==> src/rtl/van_frame_symbol_encoder_core_assert.svh <==
// assertion macros shared by the van frame symbol encoder rtl
// no dependencies; files that assert include this header by name
`ifndef VAN_FRAME_SYMBOL_ENCODER_CORE_ASSERT_SVH
`define VAN_FRAME_SYMBOL_ENCODER_CORE_ASSERT_SVH

`ifndef SYNTHESIS
// property must hold at every clock edge outside reset
`define VFSE_ASSERT(label, clk, rstn, prop, msg) \
    label: assert property (@(posedge clk) disable iff (!rstn) (prop)) \
        else $error(msg);
// expression must never be true outside reset
`define VFSE_NEVER(label, clk, rstn, expr, msg) \
    label: assert property (@(posedge clk) disable iff (!rstn) !(expr)) \
        else $error(msg);
`else
`define VFSE_ASSERT(label, clk, rstn, prop, msg)
`define VFSE_NEVER(label, clk, rstn, expr, msg)
`endif

`endif

==> src/rtl/vfse_pkg.sv <==
// shared types, constants and symbol/crc functions for the van frame encoder
// no dependencies
package vfse_pkg;

    localparam int MaxSyms = 6;

    localparam logic [7:0]  SofByte   = 8'h0E;
    localparam logic [14:0] CrcPoly   = 15'h0F9D;
    localparam logic [14:0] CrcInit   = 15'h7FFF;
    localparam logic [14:0] CrcMask   = 15'h7FFF;
    localparam logic [9:0]  EofSymbol = 10'h3FF;
    localparam logic [3:0]  ComNormal = 4'h8;
    localparam logic [3:0]  ComReply  = 4'hF;

    typedef enum logic [1:0] {
        CMD_OPEN  = 2'd0,
        CMD_DATA  = 2'd1,
        CMD_CLOSE = 2'd2,
        CMD_REPLY = 2'd3
    } cmd_t;

    // one run of symbols caused by a single request
    typedef struct packed {
        logic [MaxSyms-1:0][9:0] sym;
        logic [MaxSyms-1:0]      eof;
        logic [2:0]              cnt;
    } run_t;

    // enrz stuffing: b[7:4], ~b[4], b[3:0], ~b[0]
    function automatic logic [9:0] stuff(input logic [7:0] b);
        return {b[7:4], ~b[4], b[3:0], ~b[0]};
    endfunction

    function automatic logic [14:0] crc_byte(input logic [14:0] crc, input logic [7:0] b);
        logic [14:0] c;
        logic [7:0]  d;
        logic        fb;
        c = crc;
        d = b;
        for (int k = 0; k < 8; k++) begin
            fb = c[14] ^ d[7];
            d  = {d[6:0], 1'b0};
            c  = {c[13:0], 1'b0} ^ (fb ? CrcPoly : 15'h0000);
        end
        return c;
    endfunction

    // clears the lowest set bit of a symbol (end of data violation)
    function automatic logic [9:0] clear_low(input logic [9:0] s);
        return s & (s - 10'd1);
    endfunction

endpackage

==> src/rtl/vfse_seq.sv <==
// symbol sequencer: holds one run of symbols and feeds them to the output register
// depends on vfse_pkg and van_frame_symbol_encoder_core_assert.svh
`include "van_frame_symbol_encoder_core_assert.svh"

module vfse_seq (
    input  logic          aclk,
    input  logic          aresetn,
    input  logic          ld_i,     // load a new run
    input  vfse_pkg::run_t run_i,
    output logic          rdy_o,    // a run may be loaded this cycle
    output logic          m_tvalid,
    input  logic          m_tready,
    output logic [15:0]   m_tdata,  // symbol[9:0], zero pad
    output logic          m_tuser,  // end_of_frame
    output logic          m_tlast   // last_of_run
);
    import vfse_pkg::*;

    logic       run_valid_reg, run_valid_next;
    run_t       run_reg, run_next;
    logic [2:0] idx_reg, idx_next;
    logic       m_valid_reg, m_valid_next;
    logic [9:0] m_sym_reg, m_sym_next;
    logic       m_eof_reg, m_eof_next;
    logic       m_last_reg, m_last_next;

    logic out_free;
    logic pop;
    logic at_last;

    assign out_free = !m_valid_reg || m_tready;
    assign pop      = run_valid_reg && out_free;
    assign at_last  = idx_reg == (run_reg.cnt - 3'd1);
    assign rdy_o    = !run_valid_reg || (pop && at_last);

    always_comb begin
        run_valid_next = run_valid_reg;
        run_next       = run_reg;
        idx_next       = idx_reg;
        m_valid_next   = m_valid_reg;
        m_sym_next     = m_sym_reg;
        m_eof_next     = m_eof_reg;
        m_last_next    = m_last_reg;

        if (m_tready) begin
            m_valid_next = 1'b0;
        end
        if (pop) begin
            m_valid_next = 1'b1;
            m_sym_next   = run_reg.sym[idx_reg];
            m_eof_next   = run_reg.eof[idx_reg];
            m_last_next  = at_last;
            idx_next     = 3'(idx_reg + 3'd1);
            if (at_last) begin
                run_valid_next = 1'b0;
            end
        end
        if (ld_i) begin
            run_valid_next = 1'b1;
            run_next       = run_i;
            idx_next       = 3'd0;
        end
    end

    always_ff @(posedge aclk) begin
        if (!aresetn) begin
            run_valid_reg <= 1'b0;
            idx_reg       <= 3'd0;
            m_valid_reg   <= 1'b0;
        end else begin
            run_valid_reg <= run_valid_next;
            idx_reg       <= idx_next;
            m_valid_reg   <= m_valid_next;
        end
        run_reg    <= run_next;
        m_sym_reg  <= m_sym_next;
        m_eof_reg  <= m_eof_next;
        m_last_reg <= m_last_next;
    end

    assign m_tvalid = m_valid_reg;
    assign m_tdata  = {6'd0, m_sym_reg};
    assign m_tuser  = m_eof_reg;
    assign m_tlast  = m_last_reg;

    `VFSE_ASSERT(a_idx_range, aclk, aresetn, run_valid_reg |-> (idx_reg < run_reg.cnt), "symbol index past end of run")
    `VFSE_NEVER(a_load_busy, aclk, aresetn, ld_i && !rdy_o, "run loaded while previous run still pending")
    `VFSE_ASSERT(a_eof_last, aclk, aresetn, (m_valid_reg && m_eof_reg) |-> m_last_reg, "eof symbol not last of its run")
    `VFSE_ASSERT(a_eof_sym, aclk, aresetn, (m_valid_reg && m_eof_reg) |-> (m_sym_reg == EofSymbol), "eof flag on a non-eof symbol")

endmodule

==> src/rtl/van_frame_symbol_encoder_core.sv <==
// top level of the van bus frame symbol encoder
// depends on vfse_pkg and vfse_seq
//
//  channel | dir | tdata                                   | tuser        | tlast
//  s_      | in  | identifier[11:0] require_ack[12] data[20:13] | command[1:0] | -
//  m_      | out | symbol[9:0]                             | end_of_frame | last_of_run
//
// a request is taken in the cycle it arrives when the sequencer holds no pending run;
// its symbols (open 3, data 1, close 3, reply 6, ignored data/close none) then leave
// one per cycle through the output register while m_tready is high; the next request
// is taken in the same cycle as the previous run's last symbol moves out.
// m_tready low stalls the sequencer.
// reset (aresetn low, synchronous) restores crc 0x7fff, no open frame, no pending run
module van_frame_symbol_encoder_core (
    input  logic        aclk,
    input  logic        aresetn,
    input  logic        s_tvalid,
    output logic        s_tready,
    input  logic [23:0] s_tdata,   // identifier[11:0], require_ack[12], data_byte[20:13], pad
    input  logic [1:0]  s_tuser,   // command[1:0]
    output logic        m_tvalid,
    input  logic        m_tready,
    output logic [15:0] m_tdata,   // symbol[9:0], pad
    output logic        m_tuser,   // end_of_frame
    output logic        m_tlast    // last_of_run
);
    import vfse_pkg::*;

    // running crc and frame state
    logic [14:0] crc_reg, crc_next;
    logic        in_frame_reg, in_frame_next;

    // request fields
    cmd_t        cmd;
    logic [11:0] ident;
    logic        ack;
    logic [7:0]  data;

    // header and trailer pieces
    logic [7:0]  id_hi;
    logic [7:0]  com;
    logic [14:0] hdr_crc;
    logic [14:0] trl_src;
    logic [15:0] crc16;

    logic [9:0]  trl_hi;
    logic [9:0]  trl_lo;

    logic        accept;
    logic        ld;
    run_t        run;
    logic        seq_rdy;

    assign cmd   = cmd_t'(s_tuser);
    assign ident = s_tdata[11:0];
    assign ack   = s_tdata[12];
    assign data  = s_tdata[20:13];

    assign accept = s_tvalid && s_tready;

    // com low nibble: ack-request layout for open, all ones for reply-request
    assign id_hi   = ident[11:4];
    assign com     = {ident[3:0], (cmd == CMD_REPLY) ? ComReply : (ComNormal | {1'b0, ack, 2'b00})};
    assign hdr_crc = crc_byte(crc_byte(CrcInit, id_hi), com);

    // trailer of close uses running crc, reply-request uses the fresh header crc
    assign trl_src = (cmd == CMD_REPLY) ? hdr_crc : crc_reg;
    assign crc16   = {trl_src ^ CrcMask, 1'b0};
    assign trl_hi  = stuff(crc16[15:8]);
    assign trl_lo  = clear_low(stuff(crc16[7:0]));

    always_comb begin
        run           = '0;
        ld            = 1'b0;
        crc_next      = crc_reg;
        in_frame_next = in_frame_reg;

        case (cmd)
            CMD_OPEN: begin
                run.sym[0]    = stuff(SofByte);
                run.sym[1]    = stuff(id_hi);
                run.sym[2]    = stuff(com);
                run.cnt       = 3'd3;
                ld            = 1'b1;
                crc_next      = hdr_crc;
                in_frame_next = 1'b1;
            end
            CMD_DATA: begin
                run.sym[0] = stuff(data);
                run.cnt    = 3'd1;
                if (in_frame_reg) begin
                    ld       = 1'b1;
                    crc_next = crc_byte(crc_reg, data);
                end
            end
            CMD_CLOSE: begin
                run.sym[0] = trl_hi;
                run.sym[1] = trl_lo;
                run.sym[2] = EofSymbol;
                run.eof[2] = 1'b1;
                run.cnt    = 3'd3;
                if (in_frame_reg) begin
                    ld            = 1'b1;
                    in_frame_next = 1'b0;
                end
            end
            CMD_REPLY: begin
                run.sym[0]    = stuff(SofByte);
                run.sym[1]    = stuff(id_hi);
                run.sym[2]    = stuff(com);
                run.sym[3]    = trl_hi;
                run.sym[4]    = trl_lo;
                run.sym[5]    = EofSymbol;
                run.eof[5]    = 1'b1;
                run.cnt       = 3'd6;
                ld            = 1'b1;
                crc_next      = hdr_crc;
                in_frame_next = 1'b0;
            end
            default: begin
                ld = 1'b0;
            end
        endcase
    end

    always_ff @(posedge aclk) begin
        if (!aresetn) begin
            crc_reg      <= CrcInit;
            in_frame_reg <= 1'b0;
        end else if (accept) begin
            crc_reg      <= crc_next;
            in_frame_reg <= in_frame_next;
        end
    end

    // sequencer owns the run buffer and the output register
    vfse_seq u_seq (
        .aclk     (aclk),
        .aresetn  (aresetn),
        .ld_i     (accept && ld),
        .run_i    (run),
        .rdy_o    (seq_rdy),
        .m_tvalid (m_tvalid),
        .m_tready (m_tready),
        .m_tdata  (m_tdata),
        .m_tuser  (m_tuser),
        .m_tlast  (m_tlast)
    );

    assign s_tready = seq_rdy;

endmodule
==> config.mk <==
export PLATFORM = sky130hd
export DESIGN_NAME = van_frame_symbol_encoder_core
export DESIGN_NICKNAME = d
export VERILOG_FILES = /design/src/rtl/vfse_pkg.sv /design/src/rtl/vfse_seq.sv /design/src/rtl/van_frame_symbol_encoder_core.sv
export VERILOG_INCLUDE_DIRS = /design/src /design/src/rtl
export SDC_FILE = /design/constraint.sdc
export NUM_CORES = 1
export LEC_CHECK = 0
export ABC_AREA = 1
export BUFFER_PORTS_ARGS = -buffer_cell sky130_fd_sc_hd__buf_4
export CAP_MARGIN = 20
export CORE_MARGIN = 3
export CORE_UTILIZATION = 55
export CTS_CLUSTER_DIAMETER = 80
export DETAILED_ROUTE_END_ITERATION = 10
export GPL_TIMING_DRIVEN = 0
export PLACE_DENSITY_LB_ADDON = 0.1
export SKIP_LAST_GASP = 1
export SLEW_MARGIN = 20
export SYNTH_ARGS = -nofsm -noshare
export SYNTH_HDL_FRONTEND = slang
export SYNTH_SLANG_ARGS = --single-unit
==> constraint.sdc <==
create_clock -name aclk -period 6.4 [get_ports aclk]
set_clock_uncertainty 0.05 [all_clocks]
set_input_delay 0.96 -clock aclk [delete_from_list [all_inputs] [get_ports aclk]]
set_output_delay 0.96 -clock aclk [all_outputs]
set_load 0.02 [all_outputs]
==> flow_summary.ini <==
[power]
p_leak_nw = 3.21
power_density_mw_per_mm2 = 318
ir_drop_mv = 0.181

[routing]
dr.first_iter.drc_count = 519
routed_wl_mm = 15.6
routedWlPerCell_um = 15.9
final_antenna_net_count = 0
first_pass_iters = 5
drc = 0
vias = 5346
routed_via_density = 5.43

[sta]
worst_pin_slew_ps = 760
slew_headroom_pct = 49.0
setup_tns_ps = 0
period_needed_ps = 3420
fin_crit_sh_pct = 53.4
setup_ws_ps = 2980
rsz0062_at_grt = false
max_freq_ghz = 0.293
drv_slew = 0
setup_viol = 0
hold_viol = 0
whs_ps = 450

[final_layout]
largest_reg_flops = 51
drive_above_1_share_pct = 13.2
fin_nets = 881
syn_to_final_growth_pct = 11.8
diodes = 0
n_fill_cell = 965

[setup_path]
cp_max_fo = 6
critPathCaptureType = register
criticalPathCategory = in -> reg
arrival_ps = 3590
worstPathRequired_ps = 6570
worst_setup_path_start_kind = primary input

[clock_network]
clock-root-buffer = clkbuf_8
cts_resized = 0
cts_setup_buffers = 0
cts_buffer_depth = 2
htreeDepth = 3
cts_tree = done
clk_pin_slew_worst_paths_ps = 90
clk_latency_ps = 360
numCtsBuffers = 9
cts.sinks = 84
postCtsHoldBufs = 0

[yosys]
synth_top_cell_by_area = edfxtp_1
synth_edf_count = 63
synth_common_cells = nand2_1 (270), nand3_1 (76), inv_1 (73)
syn_area_per_cell_um2 = 7.52
netlist_top_cells_area = edfxtp_1 (32%), nand2_1 (17%), dfxtp_1 (7.1%), nand3_1 (6.4%), xor2_1 (6.0%)
ys_seq_elements = 84
ys_seq_area_share_pct = 38.9
synth.most_common_cell = nand2_1
yosys_most_used_dff = edfxtp_1
synth_top_cell_area_share_pct = 31.8
ys_warn_count = 0
syn_area_mm2 = 0.00594
async_flop_share_pct = 0
ys_types = 39
netlist_instances = 790

[global_routing]
grt-busiest-layer = met2
grt_overflow_total = 0
use_met3_pct = 2.70
grt_use_met2_pct = 45.4
met1_usage_pct = 37.0
grt_first_pass_wirelength_mm = 25.2
grt_antenna_before_repair = 0
grt_max_degree = 28
grt_usage_pct = 26.8
grt_pass1_vias = 5017

[place]
port_buffers = 35
gp_congestion = 0.971
place_hpwl_mm = 12.4
dp_slack_ps = 2650

[die]
num_rows = 37
io_pins = 50
die_w_um = 110
start_util_pct = 57.1
dieArea_mm2 = 0.0121
core_mm2 = 0.0104
fp.dieH_um = 110

[worst_hold_path]
min_path_type = reg -> reg

[outcome]
status = complete, no violations

[run]
cap_violations = 0
[metrics by stage]
stage               total power, mW  std cells  utilization, %  cell area [um2]
floorplan                      1.50        795               -             5960
global placement               1.72        966            61.4             6390
detailed placement             1.74        968            62.0             6460
CTS                            2.10        984            63.8             6640
global route                   2.26        984            63.8             6640
finish                         2.12        984            63.8             6640
[report_power, final]
group	switching [mW]	leakage, nW	internal, mW	total, mW
Sequential	0.0285	0.771	0.662	0.691
Combinational	0.674	2.36	0.387	1.06
Clock	0.217	0.0804	0.146	0.364
Total	0.920	3.21	1.20	2.12
[metal layers]
metal / vias up / wire length (um)
met4: 0 / 309
met2: 213 / 7470
met1: 2454 / 6760
met3: 30 / 1090
li1: 2649 / -
met5: - / 0
[critical path, cell delays in order]
cell and delay, ps:
clkbuf_1 300, inv_1 210, nand3_1 170, nand2_2 120, nand2_1 100, nand3b_1 90
nand2_2 170, nand2_1 100, nand3_1 140, nand2_2 100, nand2_1 80, nand2_2 90
nand2_1 130, nand2_1 120, xnor2_1 360, nand2_1 140, nand2_1 90, nand2_1 50
nand2_1 70
[path summary, 6_finish.rpt]
check,start,to,slack [ps],depth (start not counted)
hold / removal,crc_reg[2],crc_reg[2],450,2
setup / recovery,s_tdata[6],u_seq.run_reg[27],2980,19
hold reg to reg,crc_reg[2],crc_reg[2],450,2
setup reg to reg,u_seq.run_reg[0],crc_reg[2],3310,12
[layout make-up]
cell class / instances / area [um2] / area share, %
Buffer: 31 / 148 / 2.22
Clock buffer: 9 / 124 / 1.86
Clock inverter: 7 / 58.8 / 0.885
Inverter: 85 / 319 / 4.80
Multi-Input combinational cell: 595 / 3190 / 48.1
Sequential cell: 84 / 2310 / 34.8
Tap cell: 136 / 170 / 2.56
Timing Repair Buffer: 37 / 318 / 4.78
[kinds of logic (layout without fill, tap and decap cells)]
| logic type | Yosys count | in the layout | share of synthesized area [%] |
|---|---|---|---|
| flops | 84 | 84 | 38.9 |
| compound gates | 91 | 91 | 8.74 |
| simple gates | 407 | 407 | 29.3 |
| xor+xnor | 83 | 83 | 13.4 |
| buf+inv | 116 | 169 | 7.85 |
| fa+ha+maj | 8 | 8 | 1.68 |
| other cells | 1 | 6 | 0.0631 |
[layout by cell type (no fill, tap or decap), types with 9 or more instances in the layout]
cell type	n
nor2_1	23
a21oi_1	39
clkbuf_8	9
inv_1	73
clkbuf_1	18
dfxtp_1	21
edfxtp_1	63
xor2_1	41
o21ai_0	27
inv_2	10
buf_4	42
nand2_1	270
nand2_2	19
xnor2_1	35
nand3_1	76
Power figures use the tool's default switching activity.
